### config.mk
export PLATFORM = sky130hd
export DESIGN_NAME = touch_dimmer_two_channel
export DESIGN_NICKNAME = d
export VERILOG_FILES = /design/src/rtl/tdim_pkg.sv /design/src/rtl/tdim_level.sv /design/src/rtl/tdim_channel.sv /design/src/rtl/touch_dimmer_two_channel.sv
export SDC_FILE = /design/constraint.sdc
export NUM_CORES = 2
export LEC_CHECK = 0
export BUFFER_PORTS_ARGS = -buffer_cell sky130_fd_sc_hd__buf_2
export CORE_AREA = 2 2 231 233
export DETAILED_ROUTE_END_ITERATION = 8
export DIE_AREA = 0 0 233 235
export PLACE_DENSITY = 0.76
export SYNTH_ARGS = -nofsm -noshare
export SYNTH_HDL_FRONTEND = slang
export SYNTH_SLANG_ARGS = --single-unit
### constraint.sdc
create_clock -name clk -period 14.6 [get_ports clk]
set_clock_uncertainty 0.1 [all_clocks]
set_input_delay 2.19 -clock clk [delete_from_list [all_inputs] [get_ports clk]]
set_output_delay 2.19 -clock clk [all_outputs]
set_load 0.01 [all_outputs]
### src/rtl/tdim_pkg.sv
// Shared types, codes and constants for the two-channel touch dimmer.
`timescale 1ns / 1ps

package tdim_pkg;

  localparam int TIMER_BITS_DEFAULT = 12;

  localparam int HOLD_W  = 12;
  localparam int STEP_W  = 12;
  localparam int LEVEL_W = 7;
  localparam int SAVED_W = 8;
  localparam int CMP_W   = 10;
  localparam int PWM_W   = 10;
  localparam int VALUE_W = 8;
  localparam int LUX_W   = 16;
  localparam int CFG_W   = 12;
  localparam int CFG_IDX_W = 3;

  localparam int LEVEL_CAP = 100;
  localparam int LUX_CAP   = 1000;

  // x / 100 as (x * 167773) >> 24, exact for x below 199728 (level * top <= 102300)
  localparam int PWM_SCALE_MULT  = 167773;
  localparam int PWM_SCALE_SHIFT = 24;
  localparam int PWM_SCALE_W     = 28;
  localparam int PROD_W          = PWM_SCALE_W + LEVEL_W;

  // x / 10 as (x * 205) >> 11, exact for x up to 1028
  localparam int LUX_DIV_MULT  = 205;
  localparam int LUX_DIV_SHIFT = 11;
  localparam int LUX_PROD_W    = 18;

  localparam int HOLD_RESET    = 500;
  localparam int STEP_RESET    = 50;
  localparam int MIN_RESET     = 3;
  localparam int MAX_RESET     = 100;
  localparam int PWM_TOP_RESET = 899;
  localparam int LEVEL_RESET   = 3;
  localparam int COMPARE_RESET = LEVEL_RESET * PWM_TOP_RESET / 100;
  localparam longint PWM_SCALE_RESET = longint'(PWM_TOP_RESET) * PWM_SCALE_MULT;

  typedef enum logic [1:0] {
    OP_TICK   = 2'd0,
    OP_LEVEL  = 2'd1,
    OP_ONOFF  = 2'd2,
    OP_LUX    = 2'd3
  } op_t;

  localparam logic [CFG_IDX_W-1:0] CFG_HOLD_MS     = 3'd0;
  localparam logic [CFG_IDX_W-1:0] CFG_STEP_MS     = 3'd1;
  localparam logic [CFG_IDX_W-1:0] CFG_MIN_LEVEL   = 3'd2;
  localparam logic [CFG_IDX_W-1:0] CFG_MAX_LEVEL   = 3'd3;
  localparam logic [CFG_IDX_W-1:0] CFG_PWM_TOP     = 3'd4;
  localparam logic [CFG_IDX_W-1:0] CFG_AUTO_ENABLE = 3'd5;

  typedef struct packed {
    logic [HOLD_W-1:0]      hold_ms;
    logic [STEP_W-1:0]      step_ms;
    logic [LEVEL_W-1:0]     min_level;
    logic [LEVEL_W-1:0]     max_level;
    logic [PWM_SCALE_W-1:0] pwm_scale;
    logic                   auto_enable;
  } cfg_t;

  typedef struct packed {
    op_t                op;
    logic [VALUE_W-1:0] value;
    logic [LEVEL_W-1:0] lux_target;
    logic               lux_ok;
  } item_t;

  typedef struct packed {
    logic [CMP_W-1:0]   compare;
    logic [LEVEL_W-1:0] level;
    logic               on;
    logic               pressing;
  } chan_view_t;

endpackage

### src/rtl/tdim_level.sv
// Level clamp and percent-to-compare scaling for one channel.
`timescale 1ns / 1ps

module tdim_level (
  input  tdim_pkg::cfg_t                  cfg,
  input  logic signed [8:0]               target,
  output logic [tdim_pkg::LEVEL_W-1:0]    level,
  output logic [tdim_pkg::CMP_W-1:0]      compare
);

  logic signed [8:0]                   clamped;
  logic [tdim_pkg::PROD_W-1:0]         prod;
  logic [tdim_pkg::PROD_W-tdim_pkg::PWM_SCALE_SHIFT-1:0] quot;

  always_comb begin
    clamped = target;
    if (clamped < $signed({2'b00, cfg.min_level})) clamped = $signed({2'b00, cfg.min_level});
    if (clamped > $signed({2'b00, cfg.max_level})) clamped = $signed({2'b00, cfg.max_level});
    if (clamped > 9'sd100) clamped = 9'sd100;
    if (clamped < 9'sd0) clamped = 9'sd0;
    level = clamped[tdim_pkg::LEVEL_W-1:0];
  end

  assign prod = tdim_pkg::PROD_W'(level) * tdim_pkg::PROD_W'(cfg.pwm_scale);
  assign quot = prod[tdim_pkg::PROD_W-1:tdim_pkg::PWM_SCALE_SHIFT];
  assign compare = (quot > 11'd1023) ? 10'd1023 : quot[tdim_pkg::CMP_W-1:0];

endmodule

### src/rtl/tdim_channel.sv
// One dimmer channel: press timing, toggle, stepping and remote updates.
`timescale 1ns / 1ps

module tdim_channel #(
  parameter int TIMER_BITS = tdim_pkg::TIMER_BITS_DEFAULT
) (
  input  logic                  clk,
  input  logic                  rst,
  input  logic                  advance,
  input  tdim_pkg::cfg_t        cfg,
  input  tdim_pkg::item_t       item,
  input  logic                  sel,
  input  logic                  touched,
  output logic                  pressing_now,
  output tdim_pkg::chan_view_t  view_next
);

  localparam int CW = (TIMER_BITS > tdim_pkg::HOLD_W) ? TIMER_BITS : tdim_pkg::HOLD_W;

  logic [tdim_pkg::LEVEL_W-1:0] bright, bright_next;
  logic [tdim_pkg::SAVED_W-1:0] saved, saved_next;
  logic                         on, on_next;
  logic                         pressing, pressing_next;
  logic                         dir, dir_next;
  logic                         flipped, flipped_next;
  logic [TIMER_BITS-1:0]        press_time, press_time_next;
  logic [TIMER_BITS-1:0]        since_step, since_step_next;
  logic [tdim_pkg::CMP_W-1:0]   compare, compare_next;

  logic [TIMER_BITS-1:0]        pt_inc, ss_inc;
  logic                         apply_en;
  logic signed [8:0]            apply_v;
  logic [tdim_pkg::LEVEL_W-1:0] unit_level;
  logic [tdim_pkg::CMP_W-1:0]   unit_compare;

  assign pt_inc = (&press_time) ? press_time : press_time + 1'b1;
  assign ss_inc = (&since_step) ? since_step : since_step + 1'b1;

  tdim_level u_level (
    .cfg     (cfg),
    .target  (apply_v),
    .level   (unit_level),
    .compare (unit_compare)
  );

  always_comb begin
    bright_next     = bright;
    saved_next      = saved;
    on_next         = on;
    pressing_next   = pressing;
    dir_next        = dir;
    flipped_next    = flipped;
    press_time_next = press_time;
    since_step_next = since_step;
    compare_next    = compare;
    apply_en        = 1'b0;
    apply_v         = '0;
    case (item.op)
      tdim_pkg::OP_TICK: begin
        if (touched) begin
          if (!pressing) begin
            pressing_next   = 1'b1;
            press_time_next = '0;
            since_step_next = '0;
            flipped_next    = 1'b0;
          end else begin
            press_time_next = pt_inc;
            since_step_next = ss_inc;
            if (CW'(pt_inc) >= CW'(cfg.hold_ms) && CW'(ss_inc) >= CW'(cfg.step_ms)) begin
              if (!flipped) begin
                dir_next     = !dir;
                flipped_next = 1'b1;
              end
              since_step_next = '0;
              apply_en        = 1'b1;
              apply_v         = dir_next ? $signed({2'b00, bright}) + 9'sd1
                                         : $signed({2'b00, bright}) - 9'sd1;
            end
          end
        end else if (pressing) begin
          // short press toggles
          if (CW'(pt_inc) < CW'(cfg.hold_ms)) begin
            on_next = !on;
            if (on) begin
              saved_next   = {1'b0, bright};
              compare_next = '0;
            end else begin
              apply_en = 1'b1;
              apply_v  = $signed({1'b0, saved});
            end
          end
          pressing_next   = 1'b0;
          press_time_next = '0;
          since_step_next = '0;
          flipped_next    = 1'b0;
        end
      end
      tdim_pkg::OP_LEVEL: begin
        if (sel) begin
          saved_next = item.value;
          if (on) begin
            apply_en = 1'b1;
            apply_v  = $signed({1'b0, item.value});
          end
        end
      end
      tdim_pkg::OP_ONOFF: begin
        if (sel) begin
          on_next = (item.value != '0);
          if (item.value == '0) begin
            saved_next   = {1'b0, bright};
            compare_next = '0;
          end else begin
            apply_en = 1'b1;
            apply_v  = $signed({1'b0, saved});
          end
        end
      end
      tdim_pkg::OP_LUX: begin
        if (item.lux_ok && on) begin
          apply_en = 1'b1;
          apply_v  = $signed({2'b00, item.lux_target});
        end
      end
      default: begin
      end
    endcase
    if (apply_en) begin
      bright_next  = unit_level;
      compare_next = unit_compare;
    end
  end

  always_ff @(posedge clk) begin
    if (rst) begin
      bright     <= tdim_pkg::LEVEL_W'(tdim_pkg::LEVEL_RESET);
      saved      <= tdim_pkg::SAVED_W'(tdim_pkg::LEVEL_RESET);
      on         <= 1'b1;
      pressing   <= 1'b0;
      dir        <= 1'b1;
      flipped    <= 1'b0;
      press_time <= '0;
      since_step <= '0;
      compare    <= tdim_pkg::CMP_W'(tdim_pkg::COMPARE_RESET);
    end else if (advance) begin
      bright     <= bright_next;
      saved      <= saved_next;
      on         <= on_next;
      pressing   <= pressing_next;
      dir        <= dir_next;
      flipped    <= flipped_next;
      press_time <= press_time_next;
      since_step <= since_step_next;
      compare    <= compare_next;
    end
  end

  assign pressing_now       = pressing;
  assign view_next.compare  = compare_next;
  assign view_next.level    = bright_next;
  assign view_next.on       = on_next;
  assign view_next.pressing = pressing_next;

endmodule

### src/rtl/touch_dimmer_two_channel.sv
// Top level of the two-channel touch dimmer: registers, handshake and channel pair.
`timescale 1ns / 1ps

// Takes one request per clock cycle unless stalled, and returns one result per
// request. A request is held in an input register, both channels are updated
// from it in a single pass of clamp, count and a 7 x 28 bit multiply per channel
// for the compare scaling, and the state after the request lands in the result
// register. The result register frees the input side, so a new request is taken
// while a finished result still waits; stall on the result side reaches the input
// side only once both registers are full. Register writes take effect at once.
module touch_dimmer_two_channel #(
  parameter int TIMER_BITS = tdim_pkg::TIMER_BITS_DEFAULT
) (
  input  logic                            clk,
  input  logic                            rst,
  input  logic                            cfg_write,
  input  logic [tdim_pkg::CFG_IDX_W-1:0]  cfg_index,
  input  logic [tdim_pkg::CFG_W-1:0]      cfg_data,
  input  logic                            item_valid,
  output logic                            item_stall,
  input  logic [1:0]                      operation,
  input  logic                            channel,
  input  logic                            touch_warm,
  input  logic                            touch_white,
  input  logic [tdim_pkg::VALUE_W-1:0]    value,
  input  logic [tdim_pkg::LUX_W-1:0]      lux,
  output logic                            result_valid,
  input  logic                            result_stall,
  output logic [tdim_pkg::CMP_W-1:0]      warm_compare,
  output logic [tdim_pkg::CMP_W-1:0]      white_compare,
  output logic [tdim_pkg::LEVEL_W-1:0]    warm_level,
  output logic [tdim_pkg::LEVEL_W-1:0]    white_level,
  output logic                            warm_on,
  output logic                            white_on,
  output logic                            warm_touching,
  output logic                            white_touching
);

  tdim_pkg::cfg_t cfg;

  // input register
  logic                              in_full;
  tdim_pkg::op_t                     in_op;
  logic                              in_channel;
  logic                              in_touch_warm;
  logic                              in_touch_white;
  logic [tdim_pkg::VALUE_W-1:0]      in_value;
  logic [tdim_pkg::LEVEL_W-1:0]      in_lux_target;

  logic                              accept;
  logic                              advance;
  logic [9:0]                        lux_capped;
  logic [tdim_pkg::LUX_PROD_W-1:0]   lux_prod;
  logic [tdim_pkg::LEVEL_W-1:0]      lux_target;

  tdim_pkg::item_t                   item;
  logic                              warm_pressing, white_pressing;
  tdim_pkg::chan_view_t              warm_view, white_view;

  // register file
  always_ff @(posedge clk) begin
    if (rst) begin
      cfg.hold_ms     <= tdim_pkg::HOLD_W'(tdim_pkg::HOLD_RESET);
      cfg.step_ms     <= tdim_pkg::STEP_W'(tdim_pkg::STEP_RESET);
      cfg.min_level   <= tdim_pkg::LEVEL_W'(tdim_pkg::MIN_RESET);
      cfg.max_level   <= tdim_pkg::LEVEL_W'(tdim_pkg::MAX_RESET);
      cfg.pwm_scale   <= tdim_pkg::PWM_SCALE_W'(tdim_pkg::PWM_SCALE_RESET);
      cfg.auto_enable <= 1'b0;
    end else if (cfg_write) begin
      case (cfg_index)
        tdim_pkg::CFG_HOLD_MS:     cfg.hold_ms   <= cfg_data[tdim_pkg::HOLD_W-1:0];
        tdim_pkg::CFG_STEP_MS:     cfg.step_ms   <= cfg_data[tdim_pkg::STEP_W-1:0];
        tdim_pkg::CFG_MIN_LEVEL:   cfg.min_level <= cfg_data[tdim_pkg::LEVEL_W-1:0];
        tdim_pkg::CFG_MAX_LEVEL:   cfg.max_level <= cfg_data[tdim_pkg::LEVEL_W-1:0];
        // keep the top pre-multiplied by the reciprocal of 100
        tdim_pkg::CFG_PWM_TOP:     cfg.pwm_scale <=
            tdim_pkg::PWM_SCALE_W'(cfg_data[tdim_pkg::PWM_W-1:0])
          * tdim_pkg::PWM_SCALE_W'(tdim_pkg::PWM_SCALE_MULT);
        tdim_pkg::CFG_AUTO_ENABLE: cfg.auto_enable <= cfg_data[0];
        default: begin
        end
      endcase
    end
  end

  // lux to percent is worked out on the way in
  assign lux_capped = (lux > tdim_pkg::LUX_W'(tdim_pkg::LUX_CAP))
                    ? 10'(tdim_pkg::LUX_CAP) : lux[9:0];
  assign lux_prod   = tdim_pkg::LUX_PROD_W'(lux_capped)
                    * tdim_pkg::LUX_PROD_W'(tdim_pkg::LUX_DIV_MULT);
  assign lux_target = tdim_pkg::LEVEL_W'(tdim_pkg::LEVEL_CAP)
                    - lux_prod[tdim_pkg::LUX_DIV_SHIFT +: tdim_pkg::LEVEL_W];

  assign advance    = in_full && (!result_valid || !result_stall);
  assign item_stall = in_full && !advance;
  assign accept     = item_valid && !item_stall;

  always_ff @(posedge clk) begin
    if (rst) begin
      in_full <= 1'b0;
    end else begin
      in_full <= accept || (in_full && !advance);
    end
  end

  always_ff @(posedge clk) begin
    if (accept) begin
      in_op          <= tdim_pkg::op_t'(operation);
      in_channel     <= channel;
      in_touch_warm  <= touch_warm;
      in_touch_white <= touch_white;
      in_value       <= value;
      in_lux_target  <= lux_target;
    end
  end

  assign item.op         = in_op;
  assign item.value      = in_value;
  assign item.lux_target = in_lux_target;
  assign item.lux_ok     = cfg.auto_enable && !warm_pressing && !white_pressing;

  tdim_channel #(.TIMER_BITS(TIMER_BITS)) u_warm (
    .clk          (clk),
    .rst          (rst),
    .advance      (advance),
    .cfg          (cfg),
    .item         (item),
    .sel          (!in_channel),
    .touched      (in_touch_warm),
    .pressing_now (warm_pressing),
    .view_next    (warm_view)
  );

  tdim_channel #(.TIMER_BITS(TIMER_BITS)) u_white (
    .clk          (clk),
    .rst          (rst),
    .advance      (advance),
    .cfg          (cfg),
    .item         (item),
    .sel          (in_channel),
    .touched      (in_touch_white),
    .pressing_now (white_pressing),
    .view_next    (white_view)
  );

  // result register
  always_ff @(posedge clk) begin
    if (rst) begin
      result_valid <= 1'b0;
    end else if (advance) begin
      result_valid <= 1'b1;
    end else if (!result_stall) begin
      result_valid <= 1'b0;
    end
  end

  always_ff @(posedge clk) begin
    if (advance) begin
      warm_compare   <= warm_view.compare;
      white_compare  <= white_view.compare;
      warm_level     <= warm_view.level;
      white_level    <= white_view.level;
      warm_on        <= warm_view.on;
      white_on       <= white_view.on;
      warm_touching  <= warm_view.pressing;
      white_touching <= white_view.pressing;
    end
  end

  a_stall_only_when_full: assert property (@(posedge clk) disable iff (rst)
    item_stall |-> (in_full && result_valid && result_stall))
    else $error("input stalled with a free stage");

  a_advance_gives_result: assert property (@(posedge clk) disable iff (rst)
    advance |=> result_valid)
    else $error("processed request left no result");

  a_level_in_range: assert property (@(posedge clk) disable iff (rst)
    result_valid |-> (warm_level <= 7'd100 && white_level <= 7'd100))
    else $error("brightness above full scale");

  a_no_lux_while_pressing: assert property (@(posedge clk) disable iff (rst)
    (warm_pressing || white_pressing) |-> !item.lux_ok)
    else $error("lux mapping enabled during a press");

endmodule

# Word level (Yosys, flattened, before mapping)
# Index checks and enable logic that the tools add are counted.
[classes] eq_ne=24 mul=4 add_sub_neg=9 reduce_logical=46 magnitude_cmp=17 muxes=144
[op_table] cell="$mux 9" count=22
[op_table] cell="$mux 12" count=16
[op_table] cell="$mux 10" count=17
[op_table] cell="$mux 8" count=20
[op_table] cell="$pmux 9 s4" count=2
[op_table] cell="$mul 7x28->35" count=2
[op_table] cell="$mux 1" count=53
[op_table] cell="$add 12x1->12 const B" count=4
[op_table] cell="$ge 12x12->1" count=4
[op_table] cell="$pmux 8 s3" count=2
[op_table] cell="$reduce_and 12->1" count=4
[op_table] cell="$mux 7" count=6
[op_table] cell="$pmux 10 s2" count=2
[op_table] cell="$mul 10x18->28 const B" count=1
[op_table] cell="$lt 12x12->1" count=2
[op_table] cell="$gt 11x10->1 const B" count=2
[op_table] cell="$gt 9x8->1" count=2
[op_table] cell="$gt 9x8->1 const B" count=2
[op_table] cell="$lt 9x1->1 const B" count=2
[op_table] cell="$lt 9x8->1" count=2
[op_table] cell="$mul 10x8->18 const B" count=1
[op_table] cell="$reduce_and 9->1" count=2
[op_table] cell="$add 7x1->8 const B" count=2
[op_table] cell="$gt 16x10->1 const B" count=1
[op_table] cell="25 further kinds" count=71
[word_totals] reg_bits=233

# Depth between registers and ports, before layout
[logic_depth] word_depth=25 mapped_depth=68 mapped_depth_nobuf=64

# By module
# Synthesis repeated with hierarchy kept, for this count alone.
[unflattened] cells_unflattened=3491 hier_area_um2=30701.9
[modules_own_cells] module="touch_dimmer_two_channel" cells_per_inst=849 seq_area_each_um2=3123.0 n_inst=1 area_each_um2=8943.6
[modules_own_cells] module="tdim_level (u_warm.u_level)" cells_per_inst=824 seq_area_each_um2=0.0 n_inst=1 area_each_um2=6839.1
[modules_own_cells] module="tdim_level (u_white.u_level)" cells_per_inst=768 seq_area_each_um2=0.0 n_inst=1 area_each_um2=6545.0
[modules_own_cells] module="tdim_channel (u_white)" cells_per_inst=525 seq_area_each_um2=1061.0 n_inst=1 area_each_um2=4227.8
[modules_own_cells] module="tdim_channel (u_warm)" cells_per_inst=525 seq_area_each_um2=1061.0 n_inst=1 area_each_um2=4146.5

# Worst setup path before layout
# Ideal clock, no wire load.
[synth_timing] path_type="register to register" from="reg u_white.press_time[0]" to="reg white_compare[1] in the netlist's numbering, data pin" stages_incl_launch_ff=67 required_time_ns=14.229 path_slack_ns=0.741 t_arrival_ns=13.488 cell_sequence="dfxtp_1 -> ha_1 -> nand2_1 -> nor2_1 -> and4_1 -> nand4_1 -> clkbuf_1 -> nand2_1 -> xnor2_1 -> ha_1 -> and3_1 -> a221oi_1 -> nor2_1 -> or3_1 -> inv_1 -> a21oi_1 -> o21ai_0 -> a21boi_0 -> [... 31 more ...] -> inv_1 -> fa_1 -> inv_1 -> ha_1 -> a21o_1 -> a21o_1 -> a21oi_1 -> o21ai_0 -> a21o_1 -> a221o_1 -> a21o_1 -> a21oi_1 -> nor2b_1 -> o21ai_0 -> and3_1 -> o41ai_2 -> xor2_1 -> o21ai_0"
[synth_via] elab_chain_len=20 word_cells_on_any_way=34
[synth_lines] item="start: declaration" line="tdim_channel.sv:26" source="logic [TIMER_BITS-1:0] press_time, press_time_next;"
[synth_lines] item="start signal: assignment" line="tdim_channel.sv:152" source="press_time <= press_time_next;"
[synth_lines] item="$add 12x1->12 or $reduce_and 12->1 (tied branches)" line="tdim_channel.sv:36" source="assign pt_inc = (&press_time) ? press_time : press_time + 1'b1;"
[synth_lines] item="$mux 12 (*)" line="tdim_channel.sv:36"
[synth_lines] item="$ge 12x12->1" line="tdim_channel.sv:69" source="if (CW'(pt_inc) >= CW'(cfg.hold_ms) && CW'(ss_inc) >= CW'(cfg.step_ms)) begin"
[synth_lines] item="$logic_and 1x1->1" line="tdim_channel.sv:69"
[synth_lines] item="$mux 9" line="tdim_channel.sv:69"
[synth_lines] item="$mux 9" line="tdim_channel.sv:61" source="if (!pressing) begin"
[synth_lines] item="$mux 9" line="tdim_channel.sv:60" source="if (touched) begin"
[synth_lines] item="$pmux 9 s4" line="tdim_channel.sv:58" source="case (item.op)"
[synth_lines] item="[... 5 more ...]"
[synth_lines] item="$mux 9" line="tdim_level.sv:19" source="if (clamped > 9'sd100) clamped = 9'sd100;"
[synth_lines] item="$lt 9x1->1" line="tdim_level.sv:20" source="if (clamped < 9'sd0) clamped = 9'sd0;"
[synth_lines] item="$mux 7" line="tdim_level.sv:20"
[synth_lines] item="$mul 7x28->35" line="tdim_level.sv:24" source="assign prod = tdim_pkg::PROD_W'(level) * tdim_pkg::PROD_W'(cfg.pwm_scale);"
[synth_lines] item="$gt 11x10->1" line="tdim_level.sv:26" source="assign compare = (quot > 11'd1023) ? 10'd1023 : quot[tdim_pkg::CMP_W-1:0];"
[synth_lines] item="$mux 10" line="tdim_level.sv:26"
[synth_lines] item="$mux 10 (*)" line="tdim_channel.sv:128" source="if (apply_en) begin"
[synth_lines] item="net u_white.compare_next (one bit)" line="tdim_channel.sv:28" source="logic [tdim_pkg::CMP_W-1:0] compare, compare_next;"
[synth_lines] item="end signal: assignment" line="touch_dimmer_two_channel.sv:160" source="white_compare <= white_view.compare;"
[synth_lines] item="end: declaration" line="touch_dimmer_two_channel.sv:30" source="output logic [tdim_pkg::CMP_W-1:0] white_compare,"
# Mark *: on every way through the listed nets, which the timed path passes. The rest lies on a longest branch.
# A chain may end at the register's enable or synchronous reset.

# Worst setup path after layout
[layout_timing] from="reg u_warm.press_time[0]" to="reg warm_compare[5] in the netlist's numbering, data pin"
[layout_via] elab_chain_len=20 word_cells_on_any_way=34
[layout_lines] item="start: declaration" line="tdim_channel.sv:26"
[layout_lines] item="start signal: assignment" line="tdim_channel.sv:152"
[layout_lines] item="$add 12x1->12 or $reduce_and 12->1 (tied branches)" line="tdim_channel.sv:36"
[layout_lines] item="$mux 12 (*)" line="tdim_channel.sv:36"
[layout_lines] item="$ge 12x12->1" line="tdim_channel.sv:69"
[layout_lines] item="$logic_and 1x1->1" line="tdim_channel.sv:69"
[layout_lines] item="$mux 9" line="tdim_channel.sv:69"
[layout_lines] item="$mux 9" line="tdim_channel.sv:61"
[layout_lines] item="$mux 9" line="tdim_channel.sv:60"
[layout_lines] item="$pmux 9 s4" line="tdim_channel.sv:58"
[layout_lines] item="[... 5 more ...]"
[layout_lines] item="$mux 9" line="tdim_level.sv:19"
[layout_lines] item="$lt 9x1->1" line="tdim_level.sv:20"
[layout_lines] item="$mux 7" line="tdim_level.sv:20"
[layout_lines] item="$mul 7x28->35" line="tdim_level.sv:24"
[layout_lines] item="$gt 11x10->1" line="tdim_level.sv:26"
[layout_lines] item="$mux 10" line="tdim_level.sv:26"
[layout_lines] item="$mux 10 (*)" line="tdim_channel.sv:128"
[layout_lines] item="net u_warm.compare_next (one bit)" line="tdim_channel.sv:28"
[layout_lines] item="end signal: assignment" line="touch_dimmer_two_channel.sv:159" source="warm_compare <= warm_view.compare;"
[layout_lines] item="end: declaration" line="touch_dimmer_two_channel.sv:29" source="output logic [tdim_pkg::CMP_W-1:0] warm_compare,"
# Marks and branches as above.

==> summary.md <==
| Metric | Value |
|---|---|
| Num CTS Buffers | `28` |
| Seq/Total Area, Yosys | `0.178` |
| Post-synth top area cell | `fa_1` |
| Worst hold path class | `reg -> reg` |
| Switching pwr | `3.04 mW` |
| Clock latency at the later pin of the worst-skew pair | `610 ps` |
| Ys Warns | `0` |
| Rel. slew slack | `0.246` |
| Leak | `15.3 nW` |
| H-tree levels | `1` |
| Initial Utilization | `0.565` |
| R2r setup slk | `740 ps` |
| Pwr Density | `191 nW/um^2` |
| Outcome | `finished clean` |
| TritonCTS clock tree | `done` |
| Max-slew violations | `0` |
| Synthesized flop and latch total | `233` |
| Max-cap violation count | `0` |
| Die Wd | `233 um` |
| CTS sink cnt | `233` |
| Total power | `6.11 mW` |
| Unique masters post-synth | `82` |
| Share of the synthesized area in the top cell type | `0.222` |
| Most used cell, CP | `ha_1` |
| Largest net degree at the start of global routing | `95` |
| Post-synth EDFFs | `58` |
| Final worst-path cycle share | `0.949` |
| Worst EP arrival | `14,110 ps` |
| Worst Setup EP | `warm_compare[5]` |
| Crit path capture type | `flop` |
| Post-Route WL | `77,800 um` |
| Core area | `52,200 um^2` |
| Ports | `89` |
| Fill cells | `4,542` |
| Diodes inserted | `0` |
| Reg-to-reg endpoint | `warm_compare[5]` |
| Area growth, synth to finish | `8.10%` |
| Syn avg cell area | `8.61 um^2` |
| Synth async-reset ratio | `0` |
| Crit-path max FO | `22` |
| Die Y | `235 um` |
| Cell area after synthesis | `29,500 um^2` |
| Slowest cell on crit path | `fa_1` |
| Multi-input combinational cell area | `22,400 um^2` |
| Fin crit period | `13,860 ps` |
| Initial antenna violation count | `2` |
| Layout Cells excl Fill | `4,155` |
| Final Hold Violating Endpoints | `0` |
| Gr ovfl total | `0` |
| Inst Count DP | `4,095` |
| Worst Max-Slew Pin Slew | `1130 ps` |
| Die area | `54,800 um^2` |
| RR Startpoint | `u_warm.press_time[0]` |
| Reg area | `5250 um^2` |
| DR vias/cell | `5.89` |
| # setup viols final | `0` |
| Row count | `84` |
| Critical path class | `reg -> reg` |
| Pint | `3.07 mW` |
| Deepest clock path buffer count | `3` |
| Required time of the worst setup path | `14,850 ps` |
| Number of remaining DRC errors | `0` |
| Cells on worst reg2reg path | `56` |
| GRT Total Usage | `0.285` |
| Routed len/inst | `18.7 um` |
| Reg power frac | `0.130` |
| GP Congestion | `0.934` |
| Clock Power Share | `0.118` |
| Root Driver | `clkbuf_16` |
| Worst VDD drop | `0.000166 V` |
| Via Count | `24,500` |
| Combinational share of power | `0.753` |
| Area contributors post-synth | `fa_1, ha_1, dfxtp_1` |
| Setup crit start | `u_warm.press_time[0]` |
| Syn Inst Count | `3,430` |
| Hold WS | `351 ps` |
| Share of post-route cells with drive strength above 1 | `0.0793` |
| Largest stage delay, worst path | `560 ps` |
| Clk pin slew, worst setup/hold paths | `70 ps` |
| Post-route ant nets | `0` |
| Drt first pass iters | `5` |
| Final nets | `4,145` |
| First-pass GRT wire length | `126,000 um` |
| Top FF cell, synth | `dfxtp_1` |
| Post-DP HPWL | `59,800 um` |
| Initial DRC Count | `1,889` |
| Startpoint Class | `flop` |
| Sw Share | `0.497` |
| PortBufs | `88` |
| Max Freq | `72.1 MHz` |
| Vias in the first global route | `24,100` |
| Mapped Nets | `4,129` |
[layout make-up]
| cell class | instances | area share |
|---|---|---|
| Clock buffer | 33 | 0.0232 |
| Clock inverter | 18 | 0.00608 |
| Inverter | 406 | 0.0479 |
| Multi-Input combinational cell | 2634 | 0.703 |
| Sequential cell | 233 | 0.164 |
| Tap cell | 688 | 0.0270 |
| Timing Repair Buffer | 143 | 0.0282 |
[through the flow]
stage / cell area (um^2) / TNS [ps] / setup WS (ps) / util
3_5_place_dp: 30700 / -2220 / -202 / 0.587
3_3_place_gp: 30700 / -1180 / -214 / 0.587
4_1_cts: 31600 / 0 / 54.8 / 0.606
6_report: 31900 / 0 / 739 / 0.611
5_1_grt: 31900 / -229 / -49.0 / 0.611
2_1_floorplan: 29500 / 0 / 741 / -
[cells by family (layout without fill, tap and decap cells)]
logic type / count (synthesis) / after routing / share of synthesized area
AOI/OAI and AO/OA: 658 / 659 / 0.147
xor gates and xnor gates: 99 / 100 / 0.0294
buffers and inverters: 565 / 600 / 0.0719
DFF: 233 / 233 / 0.178
and+or+nand+nor: 1171 / 1171 / 0.196
muxes: 54 / 54 / 0.0190
adders and majority gates: 650 / 650 / 0.359
[Yosys cell counts, drive strengths merged, types with 7 or more instances]
cell,instances
o211ai,44
edfxtp,58
o41ai,7
mux2,16
a31oi,27
a22oi,57
o21ai,120
o21bai,9
nand2b,34
nor2b,27
ha,323
and3,43
xnor2,67
dfxtp,175
nor3,35
o31ai,22
nor4,10
or2,15
nor2,215
nand4,26
a21oi,182
a221o,11
a221oi,10
nand3,76
clkbuf,153
and2,294
a211oi,20
nand2,363
mux2i,38
fa,327
or3,14
xor2,32
inv,404
o21a,16
a21o,64
[critical path, delay by kind of cell (launching register included)]
kind | cells | cell delay (ps)
xor+xnor | 1 | 150
fa+ha+maj | 10 | 3770
simple gates | 22 | 4540
flops | 1 | 430
buf+inv | 5 | 680
compound gates | 18 | 3930
[power by group through the flow]
| stage | sequential, mW | combinational (mW) | clock, mW |
|---|---|---|---|
| 3_5_place_dp | 0.803 | 4.52 | 0 |
| 6_report | 0.792 | 4.60 | 0.718 |
| 4_1_cts | 0.790 | 4.57 | 0.729 |
| 5_1_grt | 0.798 | 5.24 | 0.756 |
| 2_1_floorplan | 0.768 | 3.52 | 0 |
| 3_3_place_gp | 0.803 | 4.43 | 0 |
[state kept, by name, summed over array words and instances, names as in the netlist, 12 cells and up]
| name | flops |
|---|---|
| cfg | 67 |
| u_warm.press_time | 12 |
| u_warm.since_step | 12 |
| u_white.press_time | 12 |
| u_white.since_step | 12 |
[layout by cell type, fill, tap and decap left out, drive strengths merged, types with 57 or more instances in the layout]
master / Yosys / final
a21o: 64 / 64
a21oi: 182 / 182
a22oi: 57 / 57
and2: 294 / 294
buf: 6 / 142
dfxtp: 175 / 175
edfxtp: 58 / 58
fa: 327 / 327
ha: 323 / 323
inv: 404 / 407
nand2: 363 / 363
nand3: 76 / 76
nor2: 215 / 215
o21ai: 120 / 120
xnor2: 67 / 67
[routing by layer]
| metal | wire length (um) | track usage | vias up | share of wire |
|---|---|---|---|---|
| li1 | - | - | 11600 | - |
| met1 | 32800 | 0.388 | 11800 | 0.42 |
| met2 | 35700 | 0.455 | 890 | 0.46 |
| met3 | 6660 | 0.0593 | 170 | 0.086 |
| met4 | 2590 | 0.0898 | 4 | 0.033 |
| met5 | 21 | 0 | - | 0.00027 |
[how the worst min path moves through the flow]
stage	from	endpoint	slack (ps)	cells past startpoint
2_1_floorplan	cfg[45]	cfg[45]	340	2
3_3_place_gp	cfg[26]	cfg[26]	340	2
3_5_place_dp	cfg[26]	cfg[26]	350	2
4_1_cts	cfg[26]	cfg[26]	350	2
5_1_grt	cfg[45]	cfg[45]	370	2
6_report	cfg[26]	cfg[26]	350	2
[what timing repair did]
| action | in CTS | in global routing |
|---|---|---|
| hold endpoints to repair | 0 | 0 |
| gates resized for setup | 7 | 41 |
| gates cloned | 0 | 3 |
| hold buffers | 0 | 0 |
| setup buffers | 2 | 4 |
| pin swaps | 1 | 8 |
| setup endpoints to repair | 35 | 40 |
Power figures use the tool's default switching activity.
